### config.mk
export PLATFORM = sky130hd
export DESIGN_NAME = tcs_engine
export DESIGN_NICKNAME = d
export VERILOG_FILES = /design/src/rtl/tcs_pkg.sv /design/src/rtl/tcs_engine.sv
export SDC_FILE = /design/constraint.sdc
export NUM_CORES = 1
export LEC_CHECK = 0
export ABC_CLOCK_PERIOD_IN_PS = 6000
export BUFFER_PORTS_ARGS = -buffer_cell sky130_fd_sc_hd__buf_2
export CAP_MARGIN = 20
export CORE_MARGIN = 2
export CORE_UTILIZATION = 57
export DETAILED_ROUTE_END_ITERATION = 8
export GPL_ROUTABILITY_DRIVEN = 0
export GPL_TIMING_DRIVEN = 0
export PLACE_DENSITY = 0.78
export SLEW_MARGIN = 20
export SYNTH_ARGS = -nofsm -noshare
export SYNTH_HDL_FRONTEND = slang
export SYNTH_SLANG_ARGS = --single-unit
### constraint.sdc
create_clock -name i_clk -period 6 [get_ports i_clk]
set_input_delay 1.5 -clock i_clk [delete_from_list [all_inputs] [get_ports i_clk]]
set_output_delay 1.5 -clock i_clk [all_outputs]
set_load 0.005 [all_outputs]
### src/rtl/tcs_pkg.sv
// shared types, constants and helper functions of the textured column sampler
`default_nettype none

package tcs_pkg;

    // configuration port
    localparam int CFG_IDX_W  = 2;
    localparam int CFG_DATA_W = 13;
    localparam logic [CFG_IDX_W-1:0] CFG_TEX_WIDTH     = 2'd0;
    localparam logic [CFG_IDX_W-1:0] CFG_TEX_HEIGHT    = 2'd1;
    localparam logic [CFG_IDX_W-1:0] CFG_SCREEN_HEIGHT = 2'd2;

    // register widths and reset values
    localparam int CFG_TEX_W = 7;
    localparam int CFG_SH_W  = 13;
    localparam logic [CFG_TEX_W-1:0] TEX_WIDTH_RST     = 7'd64;
    localparam logic [CFG_TEX_W-1:0] TEX_HEIGHT_RST    = 7'd64;
    localparam logic [CFG_SH_W-1:0]  SCREEN_HEIGHT_RST = 13'd480;

    // texture size limits
    localparam int TEX_MAX_WIDTH  = 64;
    localparam int TEX_MAX_HEIGHT = 64;

    // fixed point
    localparam int FRAC_BITS_DEF = 16;
    localparam int WALL_FRAC     = 16;
    localparam int LH_W          = 16;
    localparam int OFF_W         = 17;

    // rows and texture memory
    localparam int ROW_W     = 13;
    localparam logic [ROW_W-1:0] ROW_LIMIT = 13'd4096;
    localparam int MEM_AW    = 12;
    localparam int MEM_DEPTH = 4096;
    localparam int TEXEL_W   = 32;

    // item actions
    localparam logic [1:0] ACT_WRITE  = 2'd0;
    localparam logic [1:0] ACT_COLUMN = 2'd1;
    localparam logic [1:0] ACT_ROW    = 2'd2;

    typedef struct packed {
        logic [1:0]         action;
        logic [MEM_AW-1:0]  tex_addr;
        logic [TEXEL_W-1:0] texel;
        logic [11:0]        screen_x;
        logic [11:0]        draw_start;
        logic [12:0]        draw_end;
        logic [LH_W-1:0]    line_height;
        logic [15:0]        wall_x;
    } t_in_item;

    typedef struct packed {
        logic [11:0]        pixel_x;
        logic [11:0]        pixel_y;
        logic [TEXEL_W-1:0] color;
        logic               last;
    } t_out_item;

    typedef struct packed {
        logic               we;
        logic [MEM_AW-1:0]  wr_addr;
        logic [TEXEL_W-1:0] wr_data;
        logic               rd_en;
        logic [MEM_AW-1:0]  rd_addr;
    } t_mem_req;

    typedef enum logic [2:0] {
        ENG_HOLD,
        ENG_MUL_LOAD,
        ENG_MUL_STEP,
        ENG_DIV_LOAD,
        ENG_DIV_STEP,
        ENG_ACC_ADD
    } t_eng_op;

    function automatic logic [CFG_TEX_W-1:0] clamp_size(input logic [CFG_TEX_W-1:0] v,
                                                        input int max_v);
        logic [CFG_TEX_W-1:0] res;
        if (v == '0) begin
            res = CFG_TEX_W'(1);
        end else if (int'(v) > max_v) begin
            res = CFG_TEX_W'(max_v);
        end else begin
            res = v;
        end
        return res;
    endfunction

    function automatic logic [TEXEL_W-1:0] byte_reverse(input logic [TEXEL_W-1:0] v);
        return {v[7:0], v[15:8], v[23:16], v[31:24]};
    endfunction

endpackage

`default_nettype wire

### src/rtl/tcs_engine.sv
// shared add/subtract unit doing shift-add multiply, restoring divide and accumulate
`default_nettype none

module tcs_engine #(
    parameter  int FRAC_BITS = tcs_pkg::FRAC_BITS_DEF,
    localparam int STEP_W    = tcs_pkg::CFG_TEX_W + FRAC_BITS,
    localparam int POS_W     = tcs_pkg::OFF_W + STEP_W
) (
    input  logic                       i_clk,
    input  logic                       i_rst_n,
    input  tcs_pkg::t_eng_op           i_op,
    input  logic [POS_W-1:0]           i_a,
    input  logic [STEP_W-1:0]          i_b,
    input  logic [tcs_pkg::LH_W-1:0]   i_divisor,
    output logic [POS_W-1:0]           o_acc,
    output logic [STEP_W-1:0]          o_shift
);

    localparam int LH_W = tcs_pkg::LH_W;

    logic [POS_W-1:0]  r_acc;
    logic [POS_W-1:0]  r_mcand;
    logic [STEP_W-1:0] r_shift;
    logic [LH_W-1:0]   r_rem;
    logic [LH_W-1:0]   r_div;

    logic [POS_W-1:0]  w_opa;
    logic [POS_W-1:0]  w_opb;
    logic              w_sub;
    logic [POS_W-1:0]  w_sum;
    logic              w_neg;

    always_comb begin
        w_sub = 1'b0;
        w_opa = r_acc;
        w_opb = r_mcand;
        case (i_op)
            tcs_pkg::ENG_DIV_STEP: begin
                w_sub = 1'b1;
                w_opa = POS_W'({r_rem, r_shift[STEP_W-1]});
                w_opb = POS_W'(r_div);
            end
            tcs_pkg::ENG_ACC_ADD: begin
                w_opb = i_a;
            end
            default: begin
            end
        endcase
        w_sum = w_opa + (w_opb ^ {POS_W{w_sub}}) + POS_W'(w_sub);
        w_neg = w_sum[POS_W-1];
    end

    // accumulator holds the texture position between items
    always_ff @(posedge i_clk) begin
        if (!i_rst_n) begin
            r_acc <= '0;
        end else begin
            case (i_op)
                tcs_pkg::ENG_MUL_LOAD: r_acc <= '0;
                tcs_pkg::ENG_MUL_STEP: begin
                    if (r_shift[0]) begin
                        r_acc <= w_sum;
                    end
                end
                tcs_pkg::ENG_ACC_ADD:  r_acc <= w_sum;
                default: begin
                end
            endcase
        end
    end

    always_ff @(posedge i_clk) begin
        unique case (i_op)
            tcs_pkg::ENG_HOLD: begin
            end
            tcs_pkg::ENG_MUL_LOAD: begin
                r_mcand <= i_a;
                r_shift <= i_b;
            end
            tcs_pkg::ENG_MUL_STEP: begin
                r_mcand <= {r_mcand[POS_W-2:0], 1'b0};
                r_shift <= {1'b0, r_shift[STEP_W-1:1]};
            end
            tcs_pkg::ENG_DIV_LOAD: begin
                r_rem   <= '0;
                r_shift <= i_b;
                r_div   <= i_divisor;
            end
            tcs_pkg::ENG_DIV_STEP: begin
                if (!w_neg) begin
                    r_rem   <= w_sum[LH_W-1:0];
                    r_shift <= {r_shift[STEP_W-2:0], 1'b1};
                end else begin
                    r_rem   <= {r_rem[LH_W-2:0], r_shift[STEP_W-1]};
                    r_shift <= {r_shift[STEP_W-2:0], 1'b0};
                end
            end
            tcs_pkg::ENG_ACC_ADD: begin
            end
        endcase
    end

    assign o_acc   = r_acc;
    assign o_shift = r_shift;

endmodule

`default_nettype wire

**Word-level counts from Yosys, hierarchy flattened**

Index checks and enable logic that the tools add are counted.
W data, S select, Z words.

- $lt $le $gt $ge: 0
- Equality and inequality tests: 6
- Multipliers: 0
- Shift-type cells: 0
- Muxes and demuxes: 10
- $add $sub $neg: 2
- Divide/modulo/power cells: 0
- Bitwise operators: 1
- Reduce and logical (&&, ||, !) cells: 6

Operators by type and width:

| operator | count |
|---|---|
| $pmux W40 S2 | 2 |
| $pmux W40 S3 | 1 |
| $mux W40 | 2 |
| $pmux W23 S3 | 1 |
| $add A40 B1 Y40 | 1 |
| $add A40 B40 Y40 | 1 |
| $xor A40 B40 Y40 | 1 |
| $pmux W16 S2 | 1 |
| $mux W16 | 1 |
| $eq A3 B2 Y1 const B | 2 |
| $eq A3 B3 Y1 const B | 2 |
| $reduce_bool A3 Y1 | 2 |
| $reduce_bool A2 Y1 | 2 |
| $eq A3 B1 Y1 const B | 1 |
| $mux W1 | 2 |
| $ne A2 B2 Y1 const B | 1 |
| $reduce_and A2 Y1 | 1 |
| $reduce_or A2 Y1 | 1 |

- Logic and storage cells: 30
- Memories: 0
- Output and inout bits: 63
- Memory bits (read-only): 0
- Latch bits: 0
- Memory bits (writable): 0
- Bits in registers: 135
- Input port bits: 84

**Depth between registers and ports, before layout**

- Word-level depth: 7
- Mapped depth: 18
- Depth with buffers taken out: 13

**Worst setup path before layout**

OpenSTA, ideal clock, no wires.

- Kind: input to register
- Start point: input port i_op[0]
- End point: register r_acc[38] (netlist: o_acc[38])
- Arrival time: 4.650 ns
- Setup slack: 1.224 ns
- Stages on the path: 16
- Cell sequence: buf_4 > nor3b_4 > clkbuf_1 > clkbuf_1 > nand2_1 > nand2_1 > ha_1 > a21o_1 > a221oi_2 > o31ai_4 > nor4b_4 > and4bb_4 > o21ai_1 > a311oi_1 > xor2_1 > o21ai_1

- Longest elaborated chain between the ends: 7
- Elaborated cells between the ends (all ways): 15
- Classes of those cells: add/sub: 2; eq/ne: 5; mux: 5; bitwise: 1; reduce/logical: 2

RTL lines:

| item | line | source |
|---|---|---|
| from (decl) | tcs_engine.sv:11 | `input tcs_pkg::t_eng_op i_op,` |
| $eq A3 B3 Y1, on equally long branches | tcs_engine.sv:37, tcs_engine.sv:58 |  |
| $pmux W40 S2 / $mux W1 (equally long branches) | tcs_engine.sv:37 | `case (i_op)` |
| $xor A40 B40 Y40 | tcs_engine.sv:49 | `w_sum = w_opa + (w_opb ^ {POS_W{w_sub}}) + POS_W'(w_sub);` |
| $add A40 B40 Y40 | tcs_engine.sv:49 |  |
| $add A40 B1 Y40 | tcs_engine.sv:49 |  |
| $mux W40 | tcs_engine.sv:61 | `if (r_shift[0]) begin` |
| $pmux W40 S3 | tcs_engine.sv:58 | `case (i_op)` |
| to (signal assigned) | tcs_engine.sv:62 | `r_acc <= w_sum;` |
| to (signal assigned) | tcs_engine.sv:65 | `tcs_pkg::ENG_ACC_ADD: r_acc <= w_sum;` |
| to (decl) | tcs_engine.sv:21 | `logic [POS_W-1:0] r_acc;` |

Parallel ways exist; a longest one is shown, timed or not. The select of a mux whose other input is x is not followed.
A chain may end at the register's enable or synchronous reset.

**Worst setup path after layout**

- Start point: input port i_op[0]
- End point: register r_rem[14] (data pin)

- Longest elaborated chain between the ends: 7
- Elaborated cells between the ends (all ways): 11
- Classes of those cells: add/sub: 2; eq/ne: 3; mux: 5; bitwise: 1

RTL lines:

| item | line | source |
|---|---|---|
| $eq A3 B3 Y1, on equally long branches | tcs_engine.sv:37, tcs_engine.sv:73 |  |
| $pmux W40 S2 / $mux W1 (equally long branches) | tcs_engine.sv:37 |  |
| $xor A40 B40 Y40 | tcs_engine.sv:49 |  |
| $add A40 B40 Y40 | tcs_engine.sv:49 |  |
| $add A40 B1 Y40 | tcs_engine.sv:49 |  |
| $mux W16 | tcs_engine.sv:90 | `if (!w_neg) begin` |
| $pmux W16 S2 (*) | tcs_engine.sv:73 | `unique case (i_op)` |
| to (signal assigned) | tcs_engine.sv:91 | `r_rem <= w_sum[LH_W-1:0];` |
| to (signal assigned) | tcs_engine.sv:94 | `r_rem <= {r_rem[LH_W-2:0], r_shift[STEP_W-1]};` |
| to (decl) | tcs_engine.sv:24 | `logic [LH_W-1:0] r_rem;` |

Every way passes the cells marked *; elsewhere a longest branch is shown, timed or not.

==> out/metrics.yaml <==
ctsResizeCount: 0
peakVddDrop_mv: 0.2111
p_leak_nw: 4.507
finalMaxSlewViolations: 0
mostFrequentLayoutCell: "nand2_1"
pwr-share-seq: 0.400
setup_viol: 0
grt_setup_unrepaired: "no"
setup_tns_ns: 0
grt_pass1_wl_um: 38030
arrival_ns: 5.76
grt_max_degree: 22
relSlewSlack: 0.4367
synthToLayoutAreaGrowth_pct: 18.56
worstSetupPathType: "input pin to register"
fin_util: 0.6848
post_cts_buffers: 0
hold_end: "o_acc[32]"
min_from: "o_acc[32]"
finalCritPeriodShare: 0.9339
nFillCells: 1284
synth_edf_count: 95
drive_gt1_frac: 0.2027
status: "complete, no violations"
htreeDepth: 4
synth.ff_latch_count: 135
cts_buffers: 17
path_cells: "buf_2 -> buf_4 -> clkbuf_1 -> buf_1 -> a21oi_1 -> o21ai_0 -> ha_1 -> buf_2 -> a21oi_1 -> o21ai_0 -> a31oi_1 -> o22ai_1 -> o211a_1 -> nor3_4 -> clkbuf_1 -> o21ai_0"
tightest_slew_ns: 0.8403
core.rowCount: 45
synth-async-reset-ratio: 0
hold_viol: 0
grt.total_usage: 0.2969
ios: 147
reg2reg_to: "r_rem[14]"
fin_nets: 1274
cts_tree: "yes"
clkLatencyLatePin_ns: 0.43
portBuffers: 145
antenna_found_initial: 0
worstHoldPathCells: 2
start_kind: "input pin"
cpMaxStageDelayCell: "o21ai_0"
path_delay_family: "compound AO/OA/AOI/OAI gates"
power_w: 0.002827
ant_nets: 0
first_global_vias: 7542
fp.coreArea_um2: 15030
switching_share: 0.3081
path_buf_inv: 6
synthesis.area_um2: 8683
dp_hpwl_um: 18000
drc_errors: 0
fmax_mhz: 178.5
most-common-layout-cells: "184 x nand2_1, 153 x buf_2, 95 x edfxtp_1"
ctsHoldBuffers: 0
critPathCaptureType: "register"
start_util: 0.5776
synthCells: 984
yosys_warnings: 0
vias: 8070
skew_ns: 0.006614
path_clk_slew_ns: 0.06
powerDensity_nw_per_um2: 274.6
r2r-start: "r_div[10]"
power.combinational.fraction: 0.234
first_pass_iters: 6
antenna_cells: 0
p_int_w: 0.001956
worst_path_most_repeated_cell: "o21ai_0"
avgSynthCellArea_um2: 8.825
cts.path.max_buffers: 2
p_sw_w: 0.0008711
drtIter0Drc: 875
cts_root_buf: "clkbuf_16"
routed_via_density: 5.969
gr-total-overflow: 0
crit_fanout: 10
synth_top_flop_cell: "edfxtp_1"
drv_cap: 0
worstPathRequired_ns: 6.16
dieWidth_um: 127.4
wl_um: 23960
die_h_um: 127.4
wl_per_cell_um: 17.72
slowest_delay_ns: 0.50
r2r_cells: 13
rrSetupSlack_ns: 2.24
seq_area_frac_synth: 0.4207
synth.distinct_cells: 72
min_period_ns: 5.604
clock_sinks: 135
synth_nets: 1107
die_area_um2: 16240
p_clk_frac: 0.366
hp-class: "register to register"
-- flip-flops by register name (all words and copies together), names as in the netlist --
signal and count:
r_mcand 40, o_acc 40, r_rem 16, o_shift 23, r_div 16
-- routing by layer --
metal | GRT usage | up-vias | part of all wire
met4 | 0.09373 | 0 | 0.020
li1 | - | 3862 | -
met1 | 0.4115 | 3800 | 0.43
met2 | 0.4684 | 368 | 0.46
met3 | 0.06365 | 40 | 0.084
met5 | 0 | - | 0
-- through the flow --
stage | cell area (um^2) | hold slack, ns | setup WS (ns) | cells
after global routing | 10290 | 0.4845 | 0.1261 | 1352
after CTS | 10290 | 0.4622 | 0.5087 | 1352
after global placement | 9644 | 0.4493 | 0.1859 | 1317
final | 10290 | 0.4641 | 0.3963 | 1352
after floorplan | 8683 | 0.4526 | 1.224 | 984
after detailed placement | 9716 | 0.4524 | 0.07490 | 1320
-- how the worst max path moves through the flow --
stage,start,to,depth (start not counted)
floorplan,i_op[0],o_acc[38],16
global placement,i_op[0],r_rem[13],16
detailed placement,i_op[0],r_rem[14],16
CTS,i_op[0],r_rem[14],16
global route,i_op[0],r_rem[7],16
finish,i_op[0],r_rem[14],16
-- synth_stat cells, types with 28 or more instances --
cell type	instances	area share
dfxtp_1	40	0.092
clkbuf_1	51	0.022
o21ai_0	87	0.050
a21oi_1	54	0.031
nand3_1	28	0.016
nor2_1	57	0.025
ha_1	38	0.055
inv_1	33	0.014
a31oi_1	32	0.023
a22oi_1	40	0.035
nand2_1	184	0.080
edfxtp_1	95	0.33
-- kinds of logic after synthesis --
family / synth area share
fa+ha+maj: 0.05706
flops: 0.4207
xor+xnor: 0.03934
compound gates: 0.2118
simple gates: 0.2010
mux: 0.02435
buf+inv: 0.04568
-- worst min-delay path, stage by stage, from the launching register on --
cell and delay (ns):
dfxtp_1 0.32, nand2_1 0.05, o21ai_1 0.05
-- cell type report --
type                            count  area [um^2]  share of cell area
Tap cell                          188        235.2             0.02285
Clock inverter                     14        150.1             0.01458
Timing Repair Buffer              148        772.0             0.07499
Buffer                             65        272.8             0.02649
Inverter                           33        123.9             0.01203
Multi-Input combinational cell    751         4658              0.4525
Sequential cell                   135         3654              0.3549
Clock buffer                       18        429.2             0.04169
-- power groups by stage --
| stage | registers [W] | logic (W) | clock network [W] |
|---|---|---|---|
| finish | 0.00113 | 0.000661 | 0.00104 |
| global route | 0.00114 | 0.000728 | 0.00108 |
| CTS | 0.00113 | 0.000653 | 0.00104 |
| detailed placement | 0.00115 | 0.000647 | 0 |
| global placement | 0.00115 | 0.000631 | 0 |
| floorplan | 0.00114 | 0.000444 | 0 |
Power figures use the tool's default switching activity.
